[config.mk]
export PLATFORM = sky130hd
export DESIGN_NAME = utf8_identifier_validator_top
export DESIGN_NICKNAME = d
export VERILOG_FILES = /design/src/utf8iv_pkg.sv /design/src/utf8iv_in_stage.sv /design/src/utf8iv_core.sv /design/src/utf8iv_out_stage.sv /design/src/utf8_identifier_validator_top.sv
export SDC_FILE = /design/constraint.sdc
export NUM_CORES = 1
export LEC_CHECK = 0
export BUFFER_PORTS_ARGS = -buffer_cell sky130_fd_sc_hd__buf_2
export CAP_MARGIN = 10
export CORE_ASPECT_RATIO = 0.9
export CORE_MARGIN = 8
export CORE_UTILIZATION = 41
export CTS_CLUSTER_DIAMETER = 200
export DETAILED_ROUTE_END_ITERATION = 10
export GPL_TIMING_DRIVEN = 0
export SYNTH_ARGS = -nofsm -noshare
export SYNTH_HDL_FRONTEND = slang
export SYNTH_SLANG_ARGS = --single-unit
[constraint.sdc]
create_clock -name clk -period 8.6 [get_ports clk]
set_input_delay 2.58 -clock clk [delete_from_list [all_inputs] [get_ports clk]]
set_output_delay 2.58 -clock clk [all_outputs]
set_load 0.02 [all_outputs]
[src/utf8iv_pkg.sv]
// ----------------------------------------------------------------------------
// utf8iv_pkg
// Shared types and constants for the UTF-8 identifier validator.
// ----------------------------------------------------------------------------
package utf8iv_pkg;

  // Width of the internal length counter (saturating).
  localparam int unsigned CountBits = 16;
  localparam logic [CountBits-1:0] CountMax = {CountBits{1'b1}};

  localparam logic [15:0] MaxBytesReset = 16'd4096;
  localparam logic [31:0] ShowMax       = 32'd65535;
  localparam logic [31:0] NameMaxBytes  = 32'd255;

  // Lead and continuation byte boundaries.
  localparam logic [7:0] LeadTwoLo   = 8'hC2;
  localparam logic [7:0] LeadTwoHi   = 8'hDF;
  localparam logic [7:0] LeadThreeLo = 8'hE0;
  localparam logic [7:0] LeadThreeHi = 8'hEF;
  localparam logic [7:0] LeadFourLo  = 8'hF0;
  localparam logic [7:0] LeadFourHi  = 8'hF4;
  localparam logic [7:0] LeadSurr    = 8'hED;
  localparam logic [7:0] ContA0      = 8'hA0;
  localparam logic [7:0] Cont90      = 8'h90;
  localparam logic [7:0] ContMask    = 8'hC0;
  localparam logic [7:0] ContTag     = 8'h80;

  // Range rule applied to the continuation byte that follows a lead.
  typedef enum logic [2:0] {
    RULE_NONE,
    RULE_GE_A0,
    RULE_LT_A0,
    RULE_GE_90,
    RULE_LT_90
  } rule_t;

  typedef struct packed {
    logic [7:0] byte_value;
    logic       last_byte;
  } item_t;

  typedef struct packed {
    logic        string_valid;
    logic        identifier_valid;
    logic [15:0] byte_count;
  } result_t;

endpackage

[src/utf8iv_in_stage.sv]
// ----------------------------------------------------------------------------
// utf8iv_in_stage
// Input register for incoming bytes with valid/stall handshake.
// ----------------------------------------------------------------------------
module utf8iv_in_stage (
  input  logic                clk,
  input  logic                rst_n,
  input  logic                in_valid,
  output logic                in_stall,
  input  utf8iv_pkg::item_t   in_item,
  input  logic                advance,
  output logic                item_valid,
  output utf8iv_pkg::item_t   item
);
  import utf8iv_pkg::*;

  logic  valid_r, valid_nxt;
  item_t item_r;
  logic  accept;

  // The held byte leaves in the same cycle a new one may arrive.
  assign in_stall = valid_r && !advance;
  assign accept   = in_valid && !in_stall;

  always_comb begin
    valid_nxt = valid_r;
    if (accept) begin
      valid_nxt = 1'b1;
    end else if (advance) begin
      valid_nxt = 1'b0;
    end
  end

  always_ff @(posedge clk) begin
    if (!rst_n) begin
      valid_r <= 1'b0;
    end else begin
      valid_r <= valid_nxt;
    end
  end

  always_ff @(posedge clk) begin
    if (accept) begin
      item_r <= in_item;
    end
  end

  assign item_valid = valid_r;
  assign item       = item_r;

endmodule

[src/utf8iv_core.sv]
// ----------------------------------------------------------------------------
// utf8iv_core
// Per-string checking state and the byte-by-byte UTF-8 and name rules.
// ----------------------------------------------------------------------------
module utf8iv_core (
  input  logic                 clk,
  input  logic                 rst_n,
  input  logic                 cfg_wr_en,
  input  logic [15:0]          cfg_wr_data,
  input  logic                 advance,
  input  utf8iv_pkg::item_t    item,
  output logic                 res_load,
  output utf8iv_pkg::result_t  res
);
  import utf8iv_pkg::*;

  logic [15:0]          max_bytes_r;
  logic [1:0]           pend_r, pend_nxt;
  rule_t                rule_r, rule_nxt;
  logic [CountBits-1:0] cnt_r, cnt_nxt;
  logic                 text_err_r, text_err_nxt;
  logic                 name_err_r, name_err_nxt;
  logic                 first_r, first_nxt;
  logic [7:0]           b;
  logic                 name_start, name_more;
  logic [31:0]          cnt_wide;
  logic                 str_ok;

  assign b = item.byte_value;

  always_comb begin
    name_start = (b inside {8'h5F, [8'h41:8'h5A], [8'h61:8'h7A]});
    name_more  = name_start || (b inside {[8'h30:8'h39]});
  end

  always_comb begin
    pend_nxt     = pend_r;
    rule_nxt     = rule_r;
    text_err_nxt = text_err_r;
    name_err_nxt = name_err_r;
    first_nxt    = first_r;
    cnt_nxt      = (cnt_r == CountMax) ? cnt_r : cnt_r + CountBits'(1);

    if (pend_r == 2'd0) begin
      if (!b[7]) begin
        if (b == 8'h00) begin
          text_err_nxt = 1'b1;
        end
        if (first_r ? !name_start : !name_more) begin
          name_err_nxt = 1'b1;
        end
      end else if (b >= LeadTwoLo && b <= LeadTwoHi) begin
        pend_nxt = 2'd1;
        rule_nxt = RULE_NONE;
      end else if (b >= LeadThreeLo && b <= LeadThreeHi) begin
        pend_nxt = 2'd2;
        rule_nxt = (b == LeadThreeLo) ? RULE_GE_A0 :
                   (b == LeadSurr)    ? RULE_LT_A0 : RULE_NONE;
      end else if (b >= LeadFourLo && b <= LeadFourHi) begin
        pend_nxt = 2'd3;
        rule_nxt = (b == LeadFourLo) ? RULE_GE_90 :
                   (b == LeadFourHi) ? RULE_LT_90 : RULE_NONE;
      end else begin
        text_err_nxt = 1'b1;
      end
      first_nxt = 1'b0;
    end else if ((b & ContMask) != ContTag) begin
      // A missing continuation drops the sequence; the byte is not a new lead.
      text_err_nxt = 1'b1;
      pend_nxt     = 2'd0;
      rule_nxt     = RULE_NONE;
    end else begin
      case (rule_r)
        RULE_GE_A0: if (b <  ContA0) text_err_nxt = 1'b1;
        RULE_LT_A0: if (b >= ContA0) text_err_nxt = 1'b1;
        RULE_GE_90: if (b <  Cont90) text_err_nxt = 1'b1;
        RULE_LT_90: if (b >= Cont90) text_err_nxt = 1'b1;
        default: ;
      endcase
      rule_nxt = RULE_NONE;
      pend_nxt = pend_r - 2'd1;
    end
  end

  assign cnt_wide = 32'(cnt_nxt);
  assign str_ok   = !text_err_nxt && (pend_nxt == 2'd0) && (cnt_nxt != '0) &&
                    (cnt_wide <= 32'(max_bytes_r));

  assign res_load             = advance && item.last_byte;
  assign res.string_valid     = str_ok;
  assign res.identifier_valid = str_ok && !name_err_nxt && (cnt_wide <= NameMaxBytes);
  assign res.byte_count       = (cnt_wide > ShowMax) ? 16'hFFFF : cnt_wide[15:0];

  always_ff @(posedge clk) begin
    if (!rst_n) begin
      max_bytes_r <= MaxBytesReset;
    end else if (cfg_wr_en) begin
      max_bytes_r <= cfg_wr_data;
    end
  end

  // The string state clears after the final byte of each string.
  always_ff @(posedge clk) begin
    if (!rst_n || res_load) begin
      pend_r     <= 2'd0;
      rule_r     <= RULE_NONE;
      cnt_r      <= '0;
      text_err_r <= 1'b0;
      name_err_r <= 1'b0;
      first_r    <= 1'b1;
    end else if (advance) begin
      pend_r     <= pend_nxt;
      rule_r     <= rule_nxt;
      cnt_r      <= cnt_nxt;
      text_err_r <= text_err_nxt;
      name_err_r <= name_err_nxt;
      first_r    <= first_nxt;
    end
  end

endmodule

[src/utf8iv_out_stage.sv]
// ----------------------------------------------------------------------------
// utf8iv_out_stage
// Result register holding one verdict until the downstream side takes it.
// ----------------------------------------------------------------------------
module utf8iv_out_stage (
  input  logic                 clk,
  input  logic                 rst_n,
  input  logic                 res_load,
  input  utf8iv_pkg::result_t  res,
  output logic                 res_free,
  output logic                 out_valid,
  input  logic                 out_stall,
  output utf8iv_pkg::result_t  out_res
);
  import utf8iv_pkg::*;

  logic    valid_r, valid_nxt;
  result_t res_r;

  assign res_free = !valid_r || !out_stall;

  always_comb begin
    valid_nxt = valid_r && out_stall;
    if (res_load) begin
      valid_nxt = 1'b1;
    end
  end

  always_ff @(posedge clk) begin
    if (!rst_n) begin
      valid_r <= 1'b0;
    end else begin
      valid_r <= valid_nxt;
    end
  end

  always_ff @(posedge clk) begin
    if (res_load) begin
      res_r <= res;
    end
  end

  assign out_valid = valid_r;
  assign out_res   = res_r;

endmodule

[src/utf8_identifier_validator_top.sv]
// ----------------------------------------------------------------------------
// utf8_identifier_validator_top
// Strict UTF-8 and identifier checker for byte-serial strings.
// ----------------------------------------------------------------------------
// Takes one byte per cycle, back to back, with no bubbles between strings,
// unless the input stalls. A byte is registered at the input, then checked
// against the per-string state, and on the final byte the verdict lands in
// the result register, so a result passes the input register and then the
// result register. Non-final bytes produce no result. The input stalls only
// while a finished result waits in the result register and another final
// byte is ready to go. There is no clearing pass after reset. The length limit
// register may be rewritten only while no string is in flight.
module utf8_identifier_validator_top (
  input  logic        clk,
  input  logic        rst_n,
  input  logic        cfg_wr_en,
  input  logic [15:0] cfg_wr_data,
  input  logic        in_valid,
  output logic        in_stall,
  input  logic [7:0]  in_byte_value,
  input  logic        in_last_byte,
  output logic        out_valid,
  input  logic        out_stall,
  output logic        out_string_valid,
  output logic        out_identifier_valid,
  output logic [15:0] out_byte_count
);
  import utf8iv_pkg::*;

  item_t   in_item, item;
  logic    item_valid, advance, res_load, res_free;
  result_t res, out_res;

  assign in_item.byte_value = in_byte_value;
  assign in_item.last_byte  = in_last_byte;

  // A final byte waits only for room in the result register.
  assign advance = item_valid && (!item.last_byte || res_free);

  utf8iv_in_stage u_in (
    .clk        (clk),
    .rst_n      (rst_n),
    .in_valid   (in_valid),
    .in_stall   (in_stall),
    .in_item    (in_item),
    .advance    (advance),
    .item_valid (item_valid),
    .item       (item)
  );

  utf8iv_core u_core (
    .clk         (clk),
    .rst_n       (rst_n),
    .cfg_wr_en   (cfg_wr_en),
    .cfg_wr_data (cfg_wr_data),
    .advance     (advance),
    .item        (item),
    .res_load    (res_load),
    .res         (res)
  );

  utf8iv_out_stage u_out (
    .clk       (clk),
    .rst_n     (rst_n),
    .res_load  (res_load),
    .res       (res),
    .res_free  (res_free),
    .out_valid (out_valid),
    .out_stall (out_stall),
    .out_res   (out_res)
  );

  assign out_string_valid     = out_res.string_valid;
  assign out_identifier_valid = out_res.identifier_valid;
  assign out_byte_count       = out_res.byte_count;

endmodule

==> impl_results.md <==
* Outcome: finished clean
* Worst-skew pair later-pin latency at 0.35 ns
* Fillers at 912
* Largest net degree at the start of global routing at 19
* Ys async rst share at 0
* Leak at 1.76 nW
* Synth Cell Area at 3810 µm²
* Nets@finish at 504
* Total power at 0.700 mW
* Sequential share of the synthesized area at 0.433
* Finished Layout Cells at 583
* Starting density of the core at 0.420
* Gr ovfl total at 0
* CTS Buffer Depth at 2
* RSZ-0062 raised after global routing: no
* Post-cts gate resize count at 0
* Number of flops mapped to enable cells by yosys at 27
* Clock power share at 0.365
* CP arrival at 3.13 ns
* Dpl ws at 2.89 ns
* Slew margin rel. at 0.448
* TritonRoute pass-1 iters at 5
* Post-CTS setup buffers at 0
* Number of port buffers at 47
* Crit Path Class: input pin to output port
* Count of final hold-check violations at 0
* Root Buffer: clkbuf_8
* Gpl congestion at 0.868
* CTS tree: yes
* Multi-input logic area at 1900 µm²
* DR vias/cell at 5.10
* Worst-margin pin slew at 0.827 ns
* Std-Cell Rows at 33
* PwrDens at 159 nW/µm²
* First-pass GRT wire length at 14100 µm
* Max-cap violations at 0
* WHS at 0.461 ns
* Switching share of power at 0.252
* Crit path required time at 6.02 ns
* IO Pins at 50
* Die ar. at 12600 µm²
* Cells after DPL at 567
* DR DRC count at 0
* Ys flop type: dfxtp_1
* Wirelength per Cell at 14.1 µm
* Fmax at 175 MHz
* Via count at 2971
* CTS Buf Count at 9
* CTS H-tree depth at 3
* WL final at 8240 µm
* Switching pwr at 0.176 mW
* Slew Viols, Final at 0
* Crit-path max FO at 3
* Final count of negative-setup-slack endpoints at 0
* Reg power frac at 0.512
* Setup Skew at 0.0108 ns
* Share of cells above drive strength 1 at 0.221
* Initial DRC count at 122
* Core Region at 9080 µm²
* Pint at 0.523 mW
* Comb pwr share at 0.122
* Detail Placement HPWL at 6290 µm
* CP Launch Type: input pin
* Clock sink total at 69
* GRT Total Usage at 0.136
* Fin crit share at 0.664
* Synth-to-Final Area Change at 15.2%
* Post-route ant nets at 0
* Synth Net Count at 446
* Initial antenna violation count at 0
* Horiz. Die Dim at 118 µm
* VDD IR-drop max at 0.0824 mV
* Warnings, synthesis at 0
* CP endpoint kind: output port
* Number of synthesized register bits at 69
* R2r setup slk at 4.51 ns
* Post-CTS Hold Fix Bufs at 0
* Number of global-route vias before repair at 2965
* Setup TNS at 0 ns
* Final worst slack at 2.89 ns
* Class of the worst hold path: flop to flop
* Post-Syn Instances at 398
* DIE HEIGHT at 107 µm
* Diodes inserted at 0
* Post-synth cell types at 63
* Register Area at 1650 µm²
* Mean Syn Cell Area at 9.58 µm²
* Tmin final at 5.71 ns
* Clock-pin slew on the worst setup and hold paths at 0.07 ns
[state kept, by name, indices dropped and copies added (netlist names)]
signal,count
u_core.first_r,1
u_in.item,9
u_core.pend_r,2
u_out.out_res,18
u_core.name_err_r,1
u_core.text_err_r,1
u_in.item_valid,1
u_out.out_valid,1
u_core.cnt_r,16
u_core.max_bytes_r,16
u_core.rule_r,3
[worst max-delay path: stages]
cell	delay (ns)
buf_2	0.08
nand3_1	0.09
nor2_1	0.17
buf_2	0.20
[metrics by stage]
step | util | cell area, µm²
after CTS | 0.483 | 4390
final | 0.483 | 4390
after global placement | 0.463 | 4200
after detailed placement | 0.463 | 4200
after floorplan | - | 3810
after global routing | 0.483 | 4390
[power groups by stage]
| stage | clock [mW] | combinational (mW) | sequential, mW |
|---|---|---|---|
| after floorplan | 0 | 0.0612 | 0.366 |
| after global placement | 0 | 0.0843 | 0.365 |
| after detailed placement | 0 | 0.0862 | 0.366 |
| after CTS | 0.267 | 0.0865 | 0.358 |
| after global routing | 0.278 | 0.0960 | 0.360 |
| final | 0.256 | 0.0857 | 0.358 |
[routing by layer]
metal	part of all wire	global-route usage
met4	0.014	0.0493
met2	0.44	0.217
met5	0	0
met1	0.50	0.175
met3	0.042	0.0346
[synthesized netlist by cell type (2+ instances only)]
master,instances,area (µm²)
and3_1,4,25.0
ha_1,18,225
nor4_4,2,42.5
a31oi_1,6,37.5
nand3_1,12,60.1
nor4_1,2,12.5
o21bai_1,2,15.0
nor3_2,2,20.0
buf_6,4,45.0
nor3b_1,3,22.5
a21o_1,2,15.0
xnor2_1,11,96.3
and2_1,2,12.5
or3_1,3,18.8
buf_2,10,50.1
o211ai_1,2,15.0
nand2b_1,3,18.8
mux2_2,3,33.8
o21ai_0,10,50.1
nor3_1,12,60.1
nor2_1,37,139
edfxtp_1,27,811
a21oi_1,24,120
mux2i_1,18,180
nand3b_1,3,22.5
or2_2,2,12.5
dfxtp_1,42,841
o21a_1,3,22.5
inv_1,22,82.6
clkbuf_1,9,33.8
xor2_1,5,43.8
o21ai_2,3,26.3
nor2b_1,17,106
nand4_1,9,56.3
nand2_1,36,135
[placed cells by master (no fill, tap or decap), types with 4 or more instances in the layout]
master    Yosys  final
clkbuf_8      0      9
inv_1        22     22
ha_1         18     18
dfxtp_1      42     42
buf_2        10     57
mux2i_1      18     18
and3_1        4      4
nand3_1      12     12
a21oi_1      24     24
nand4_1       9      9
buf_6         4      4
o21ai_0      10     10
edfxtp_1     27     27
clkbuf_1      9     10
xor2_1        5      5
nor2_1       37     37
xnor2_1      11     11
nand2_1      36     36
a31oi_1       6      6
nor3_1       12     12
nor2b_1      17     17
[path summary, 6_finish.rpt]
path,startpoint,end,cells after the start
worst max register to register,u_core.cnt_r[1]$_SDFFE_PP0P_,u_out.out_res[16]$_DFFE_PP_,11
worst min register to register,u_core.first_r$_SDFFE_PP1P_,u_core.first_r$_SDFFE_PP1P_,1
worst min-delay path,u_core.first_r$_SDFFE_PP1P_,u_core.first_r$_SDFFE_PP1P_,1
worst max-delay path,out_stall,in_stall,4
[area by class of cell]
class / instances / share of cell area
repair buffers: 47 / 0.0536
well taps: 122 / 0.0348
inverters: 22 / 0.0188
clock inverters: 6 / 0.0142
clock buffers: 10 / 0.0291
multi-input cells: 281 / 0.434
flip-flops and latches: 69 / 0.376
plain buffers: 26 / 0.0399
[kinds of logic after synthesis]
family,count (synthesis),synth area share
compound gates,70,0.127
xor+xnor,16,0.0367
fa+ha+maj,18,0.0591
buf+inv,48,0.0676
flops,69,0.433
mux,21,0.0561
simple gates,156,0.220
(Power assumes the default switching activity.)
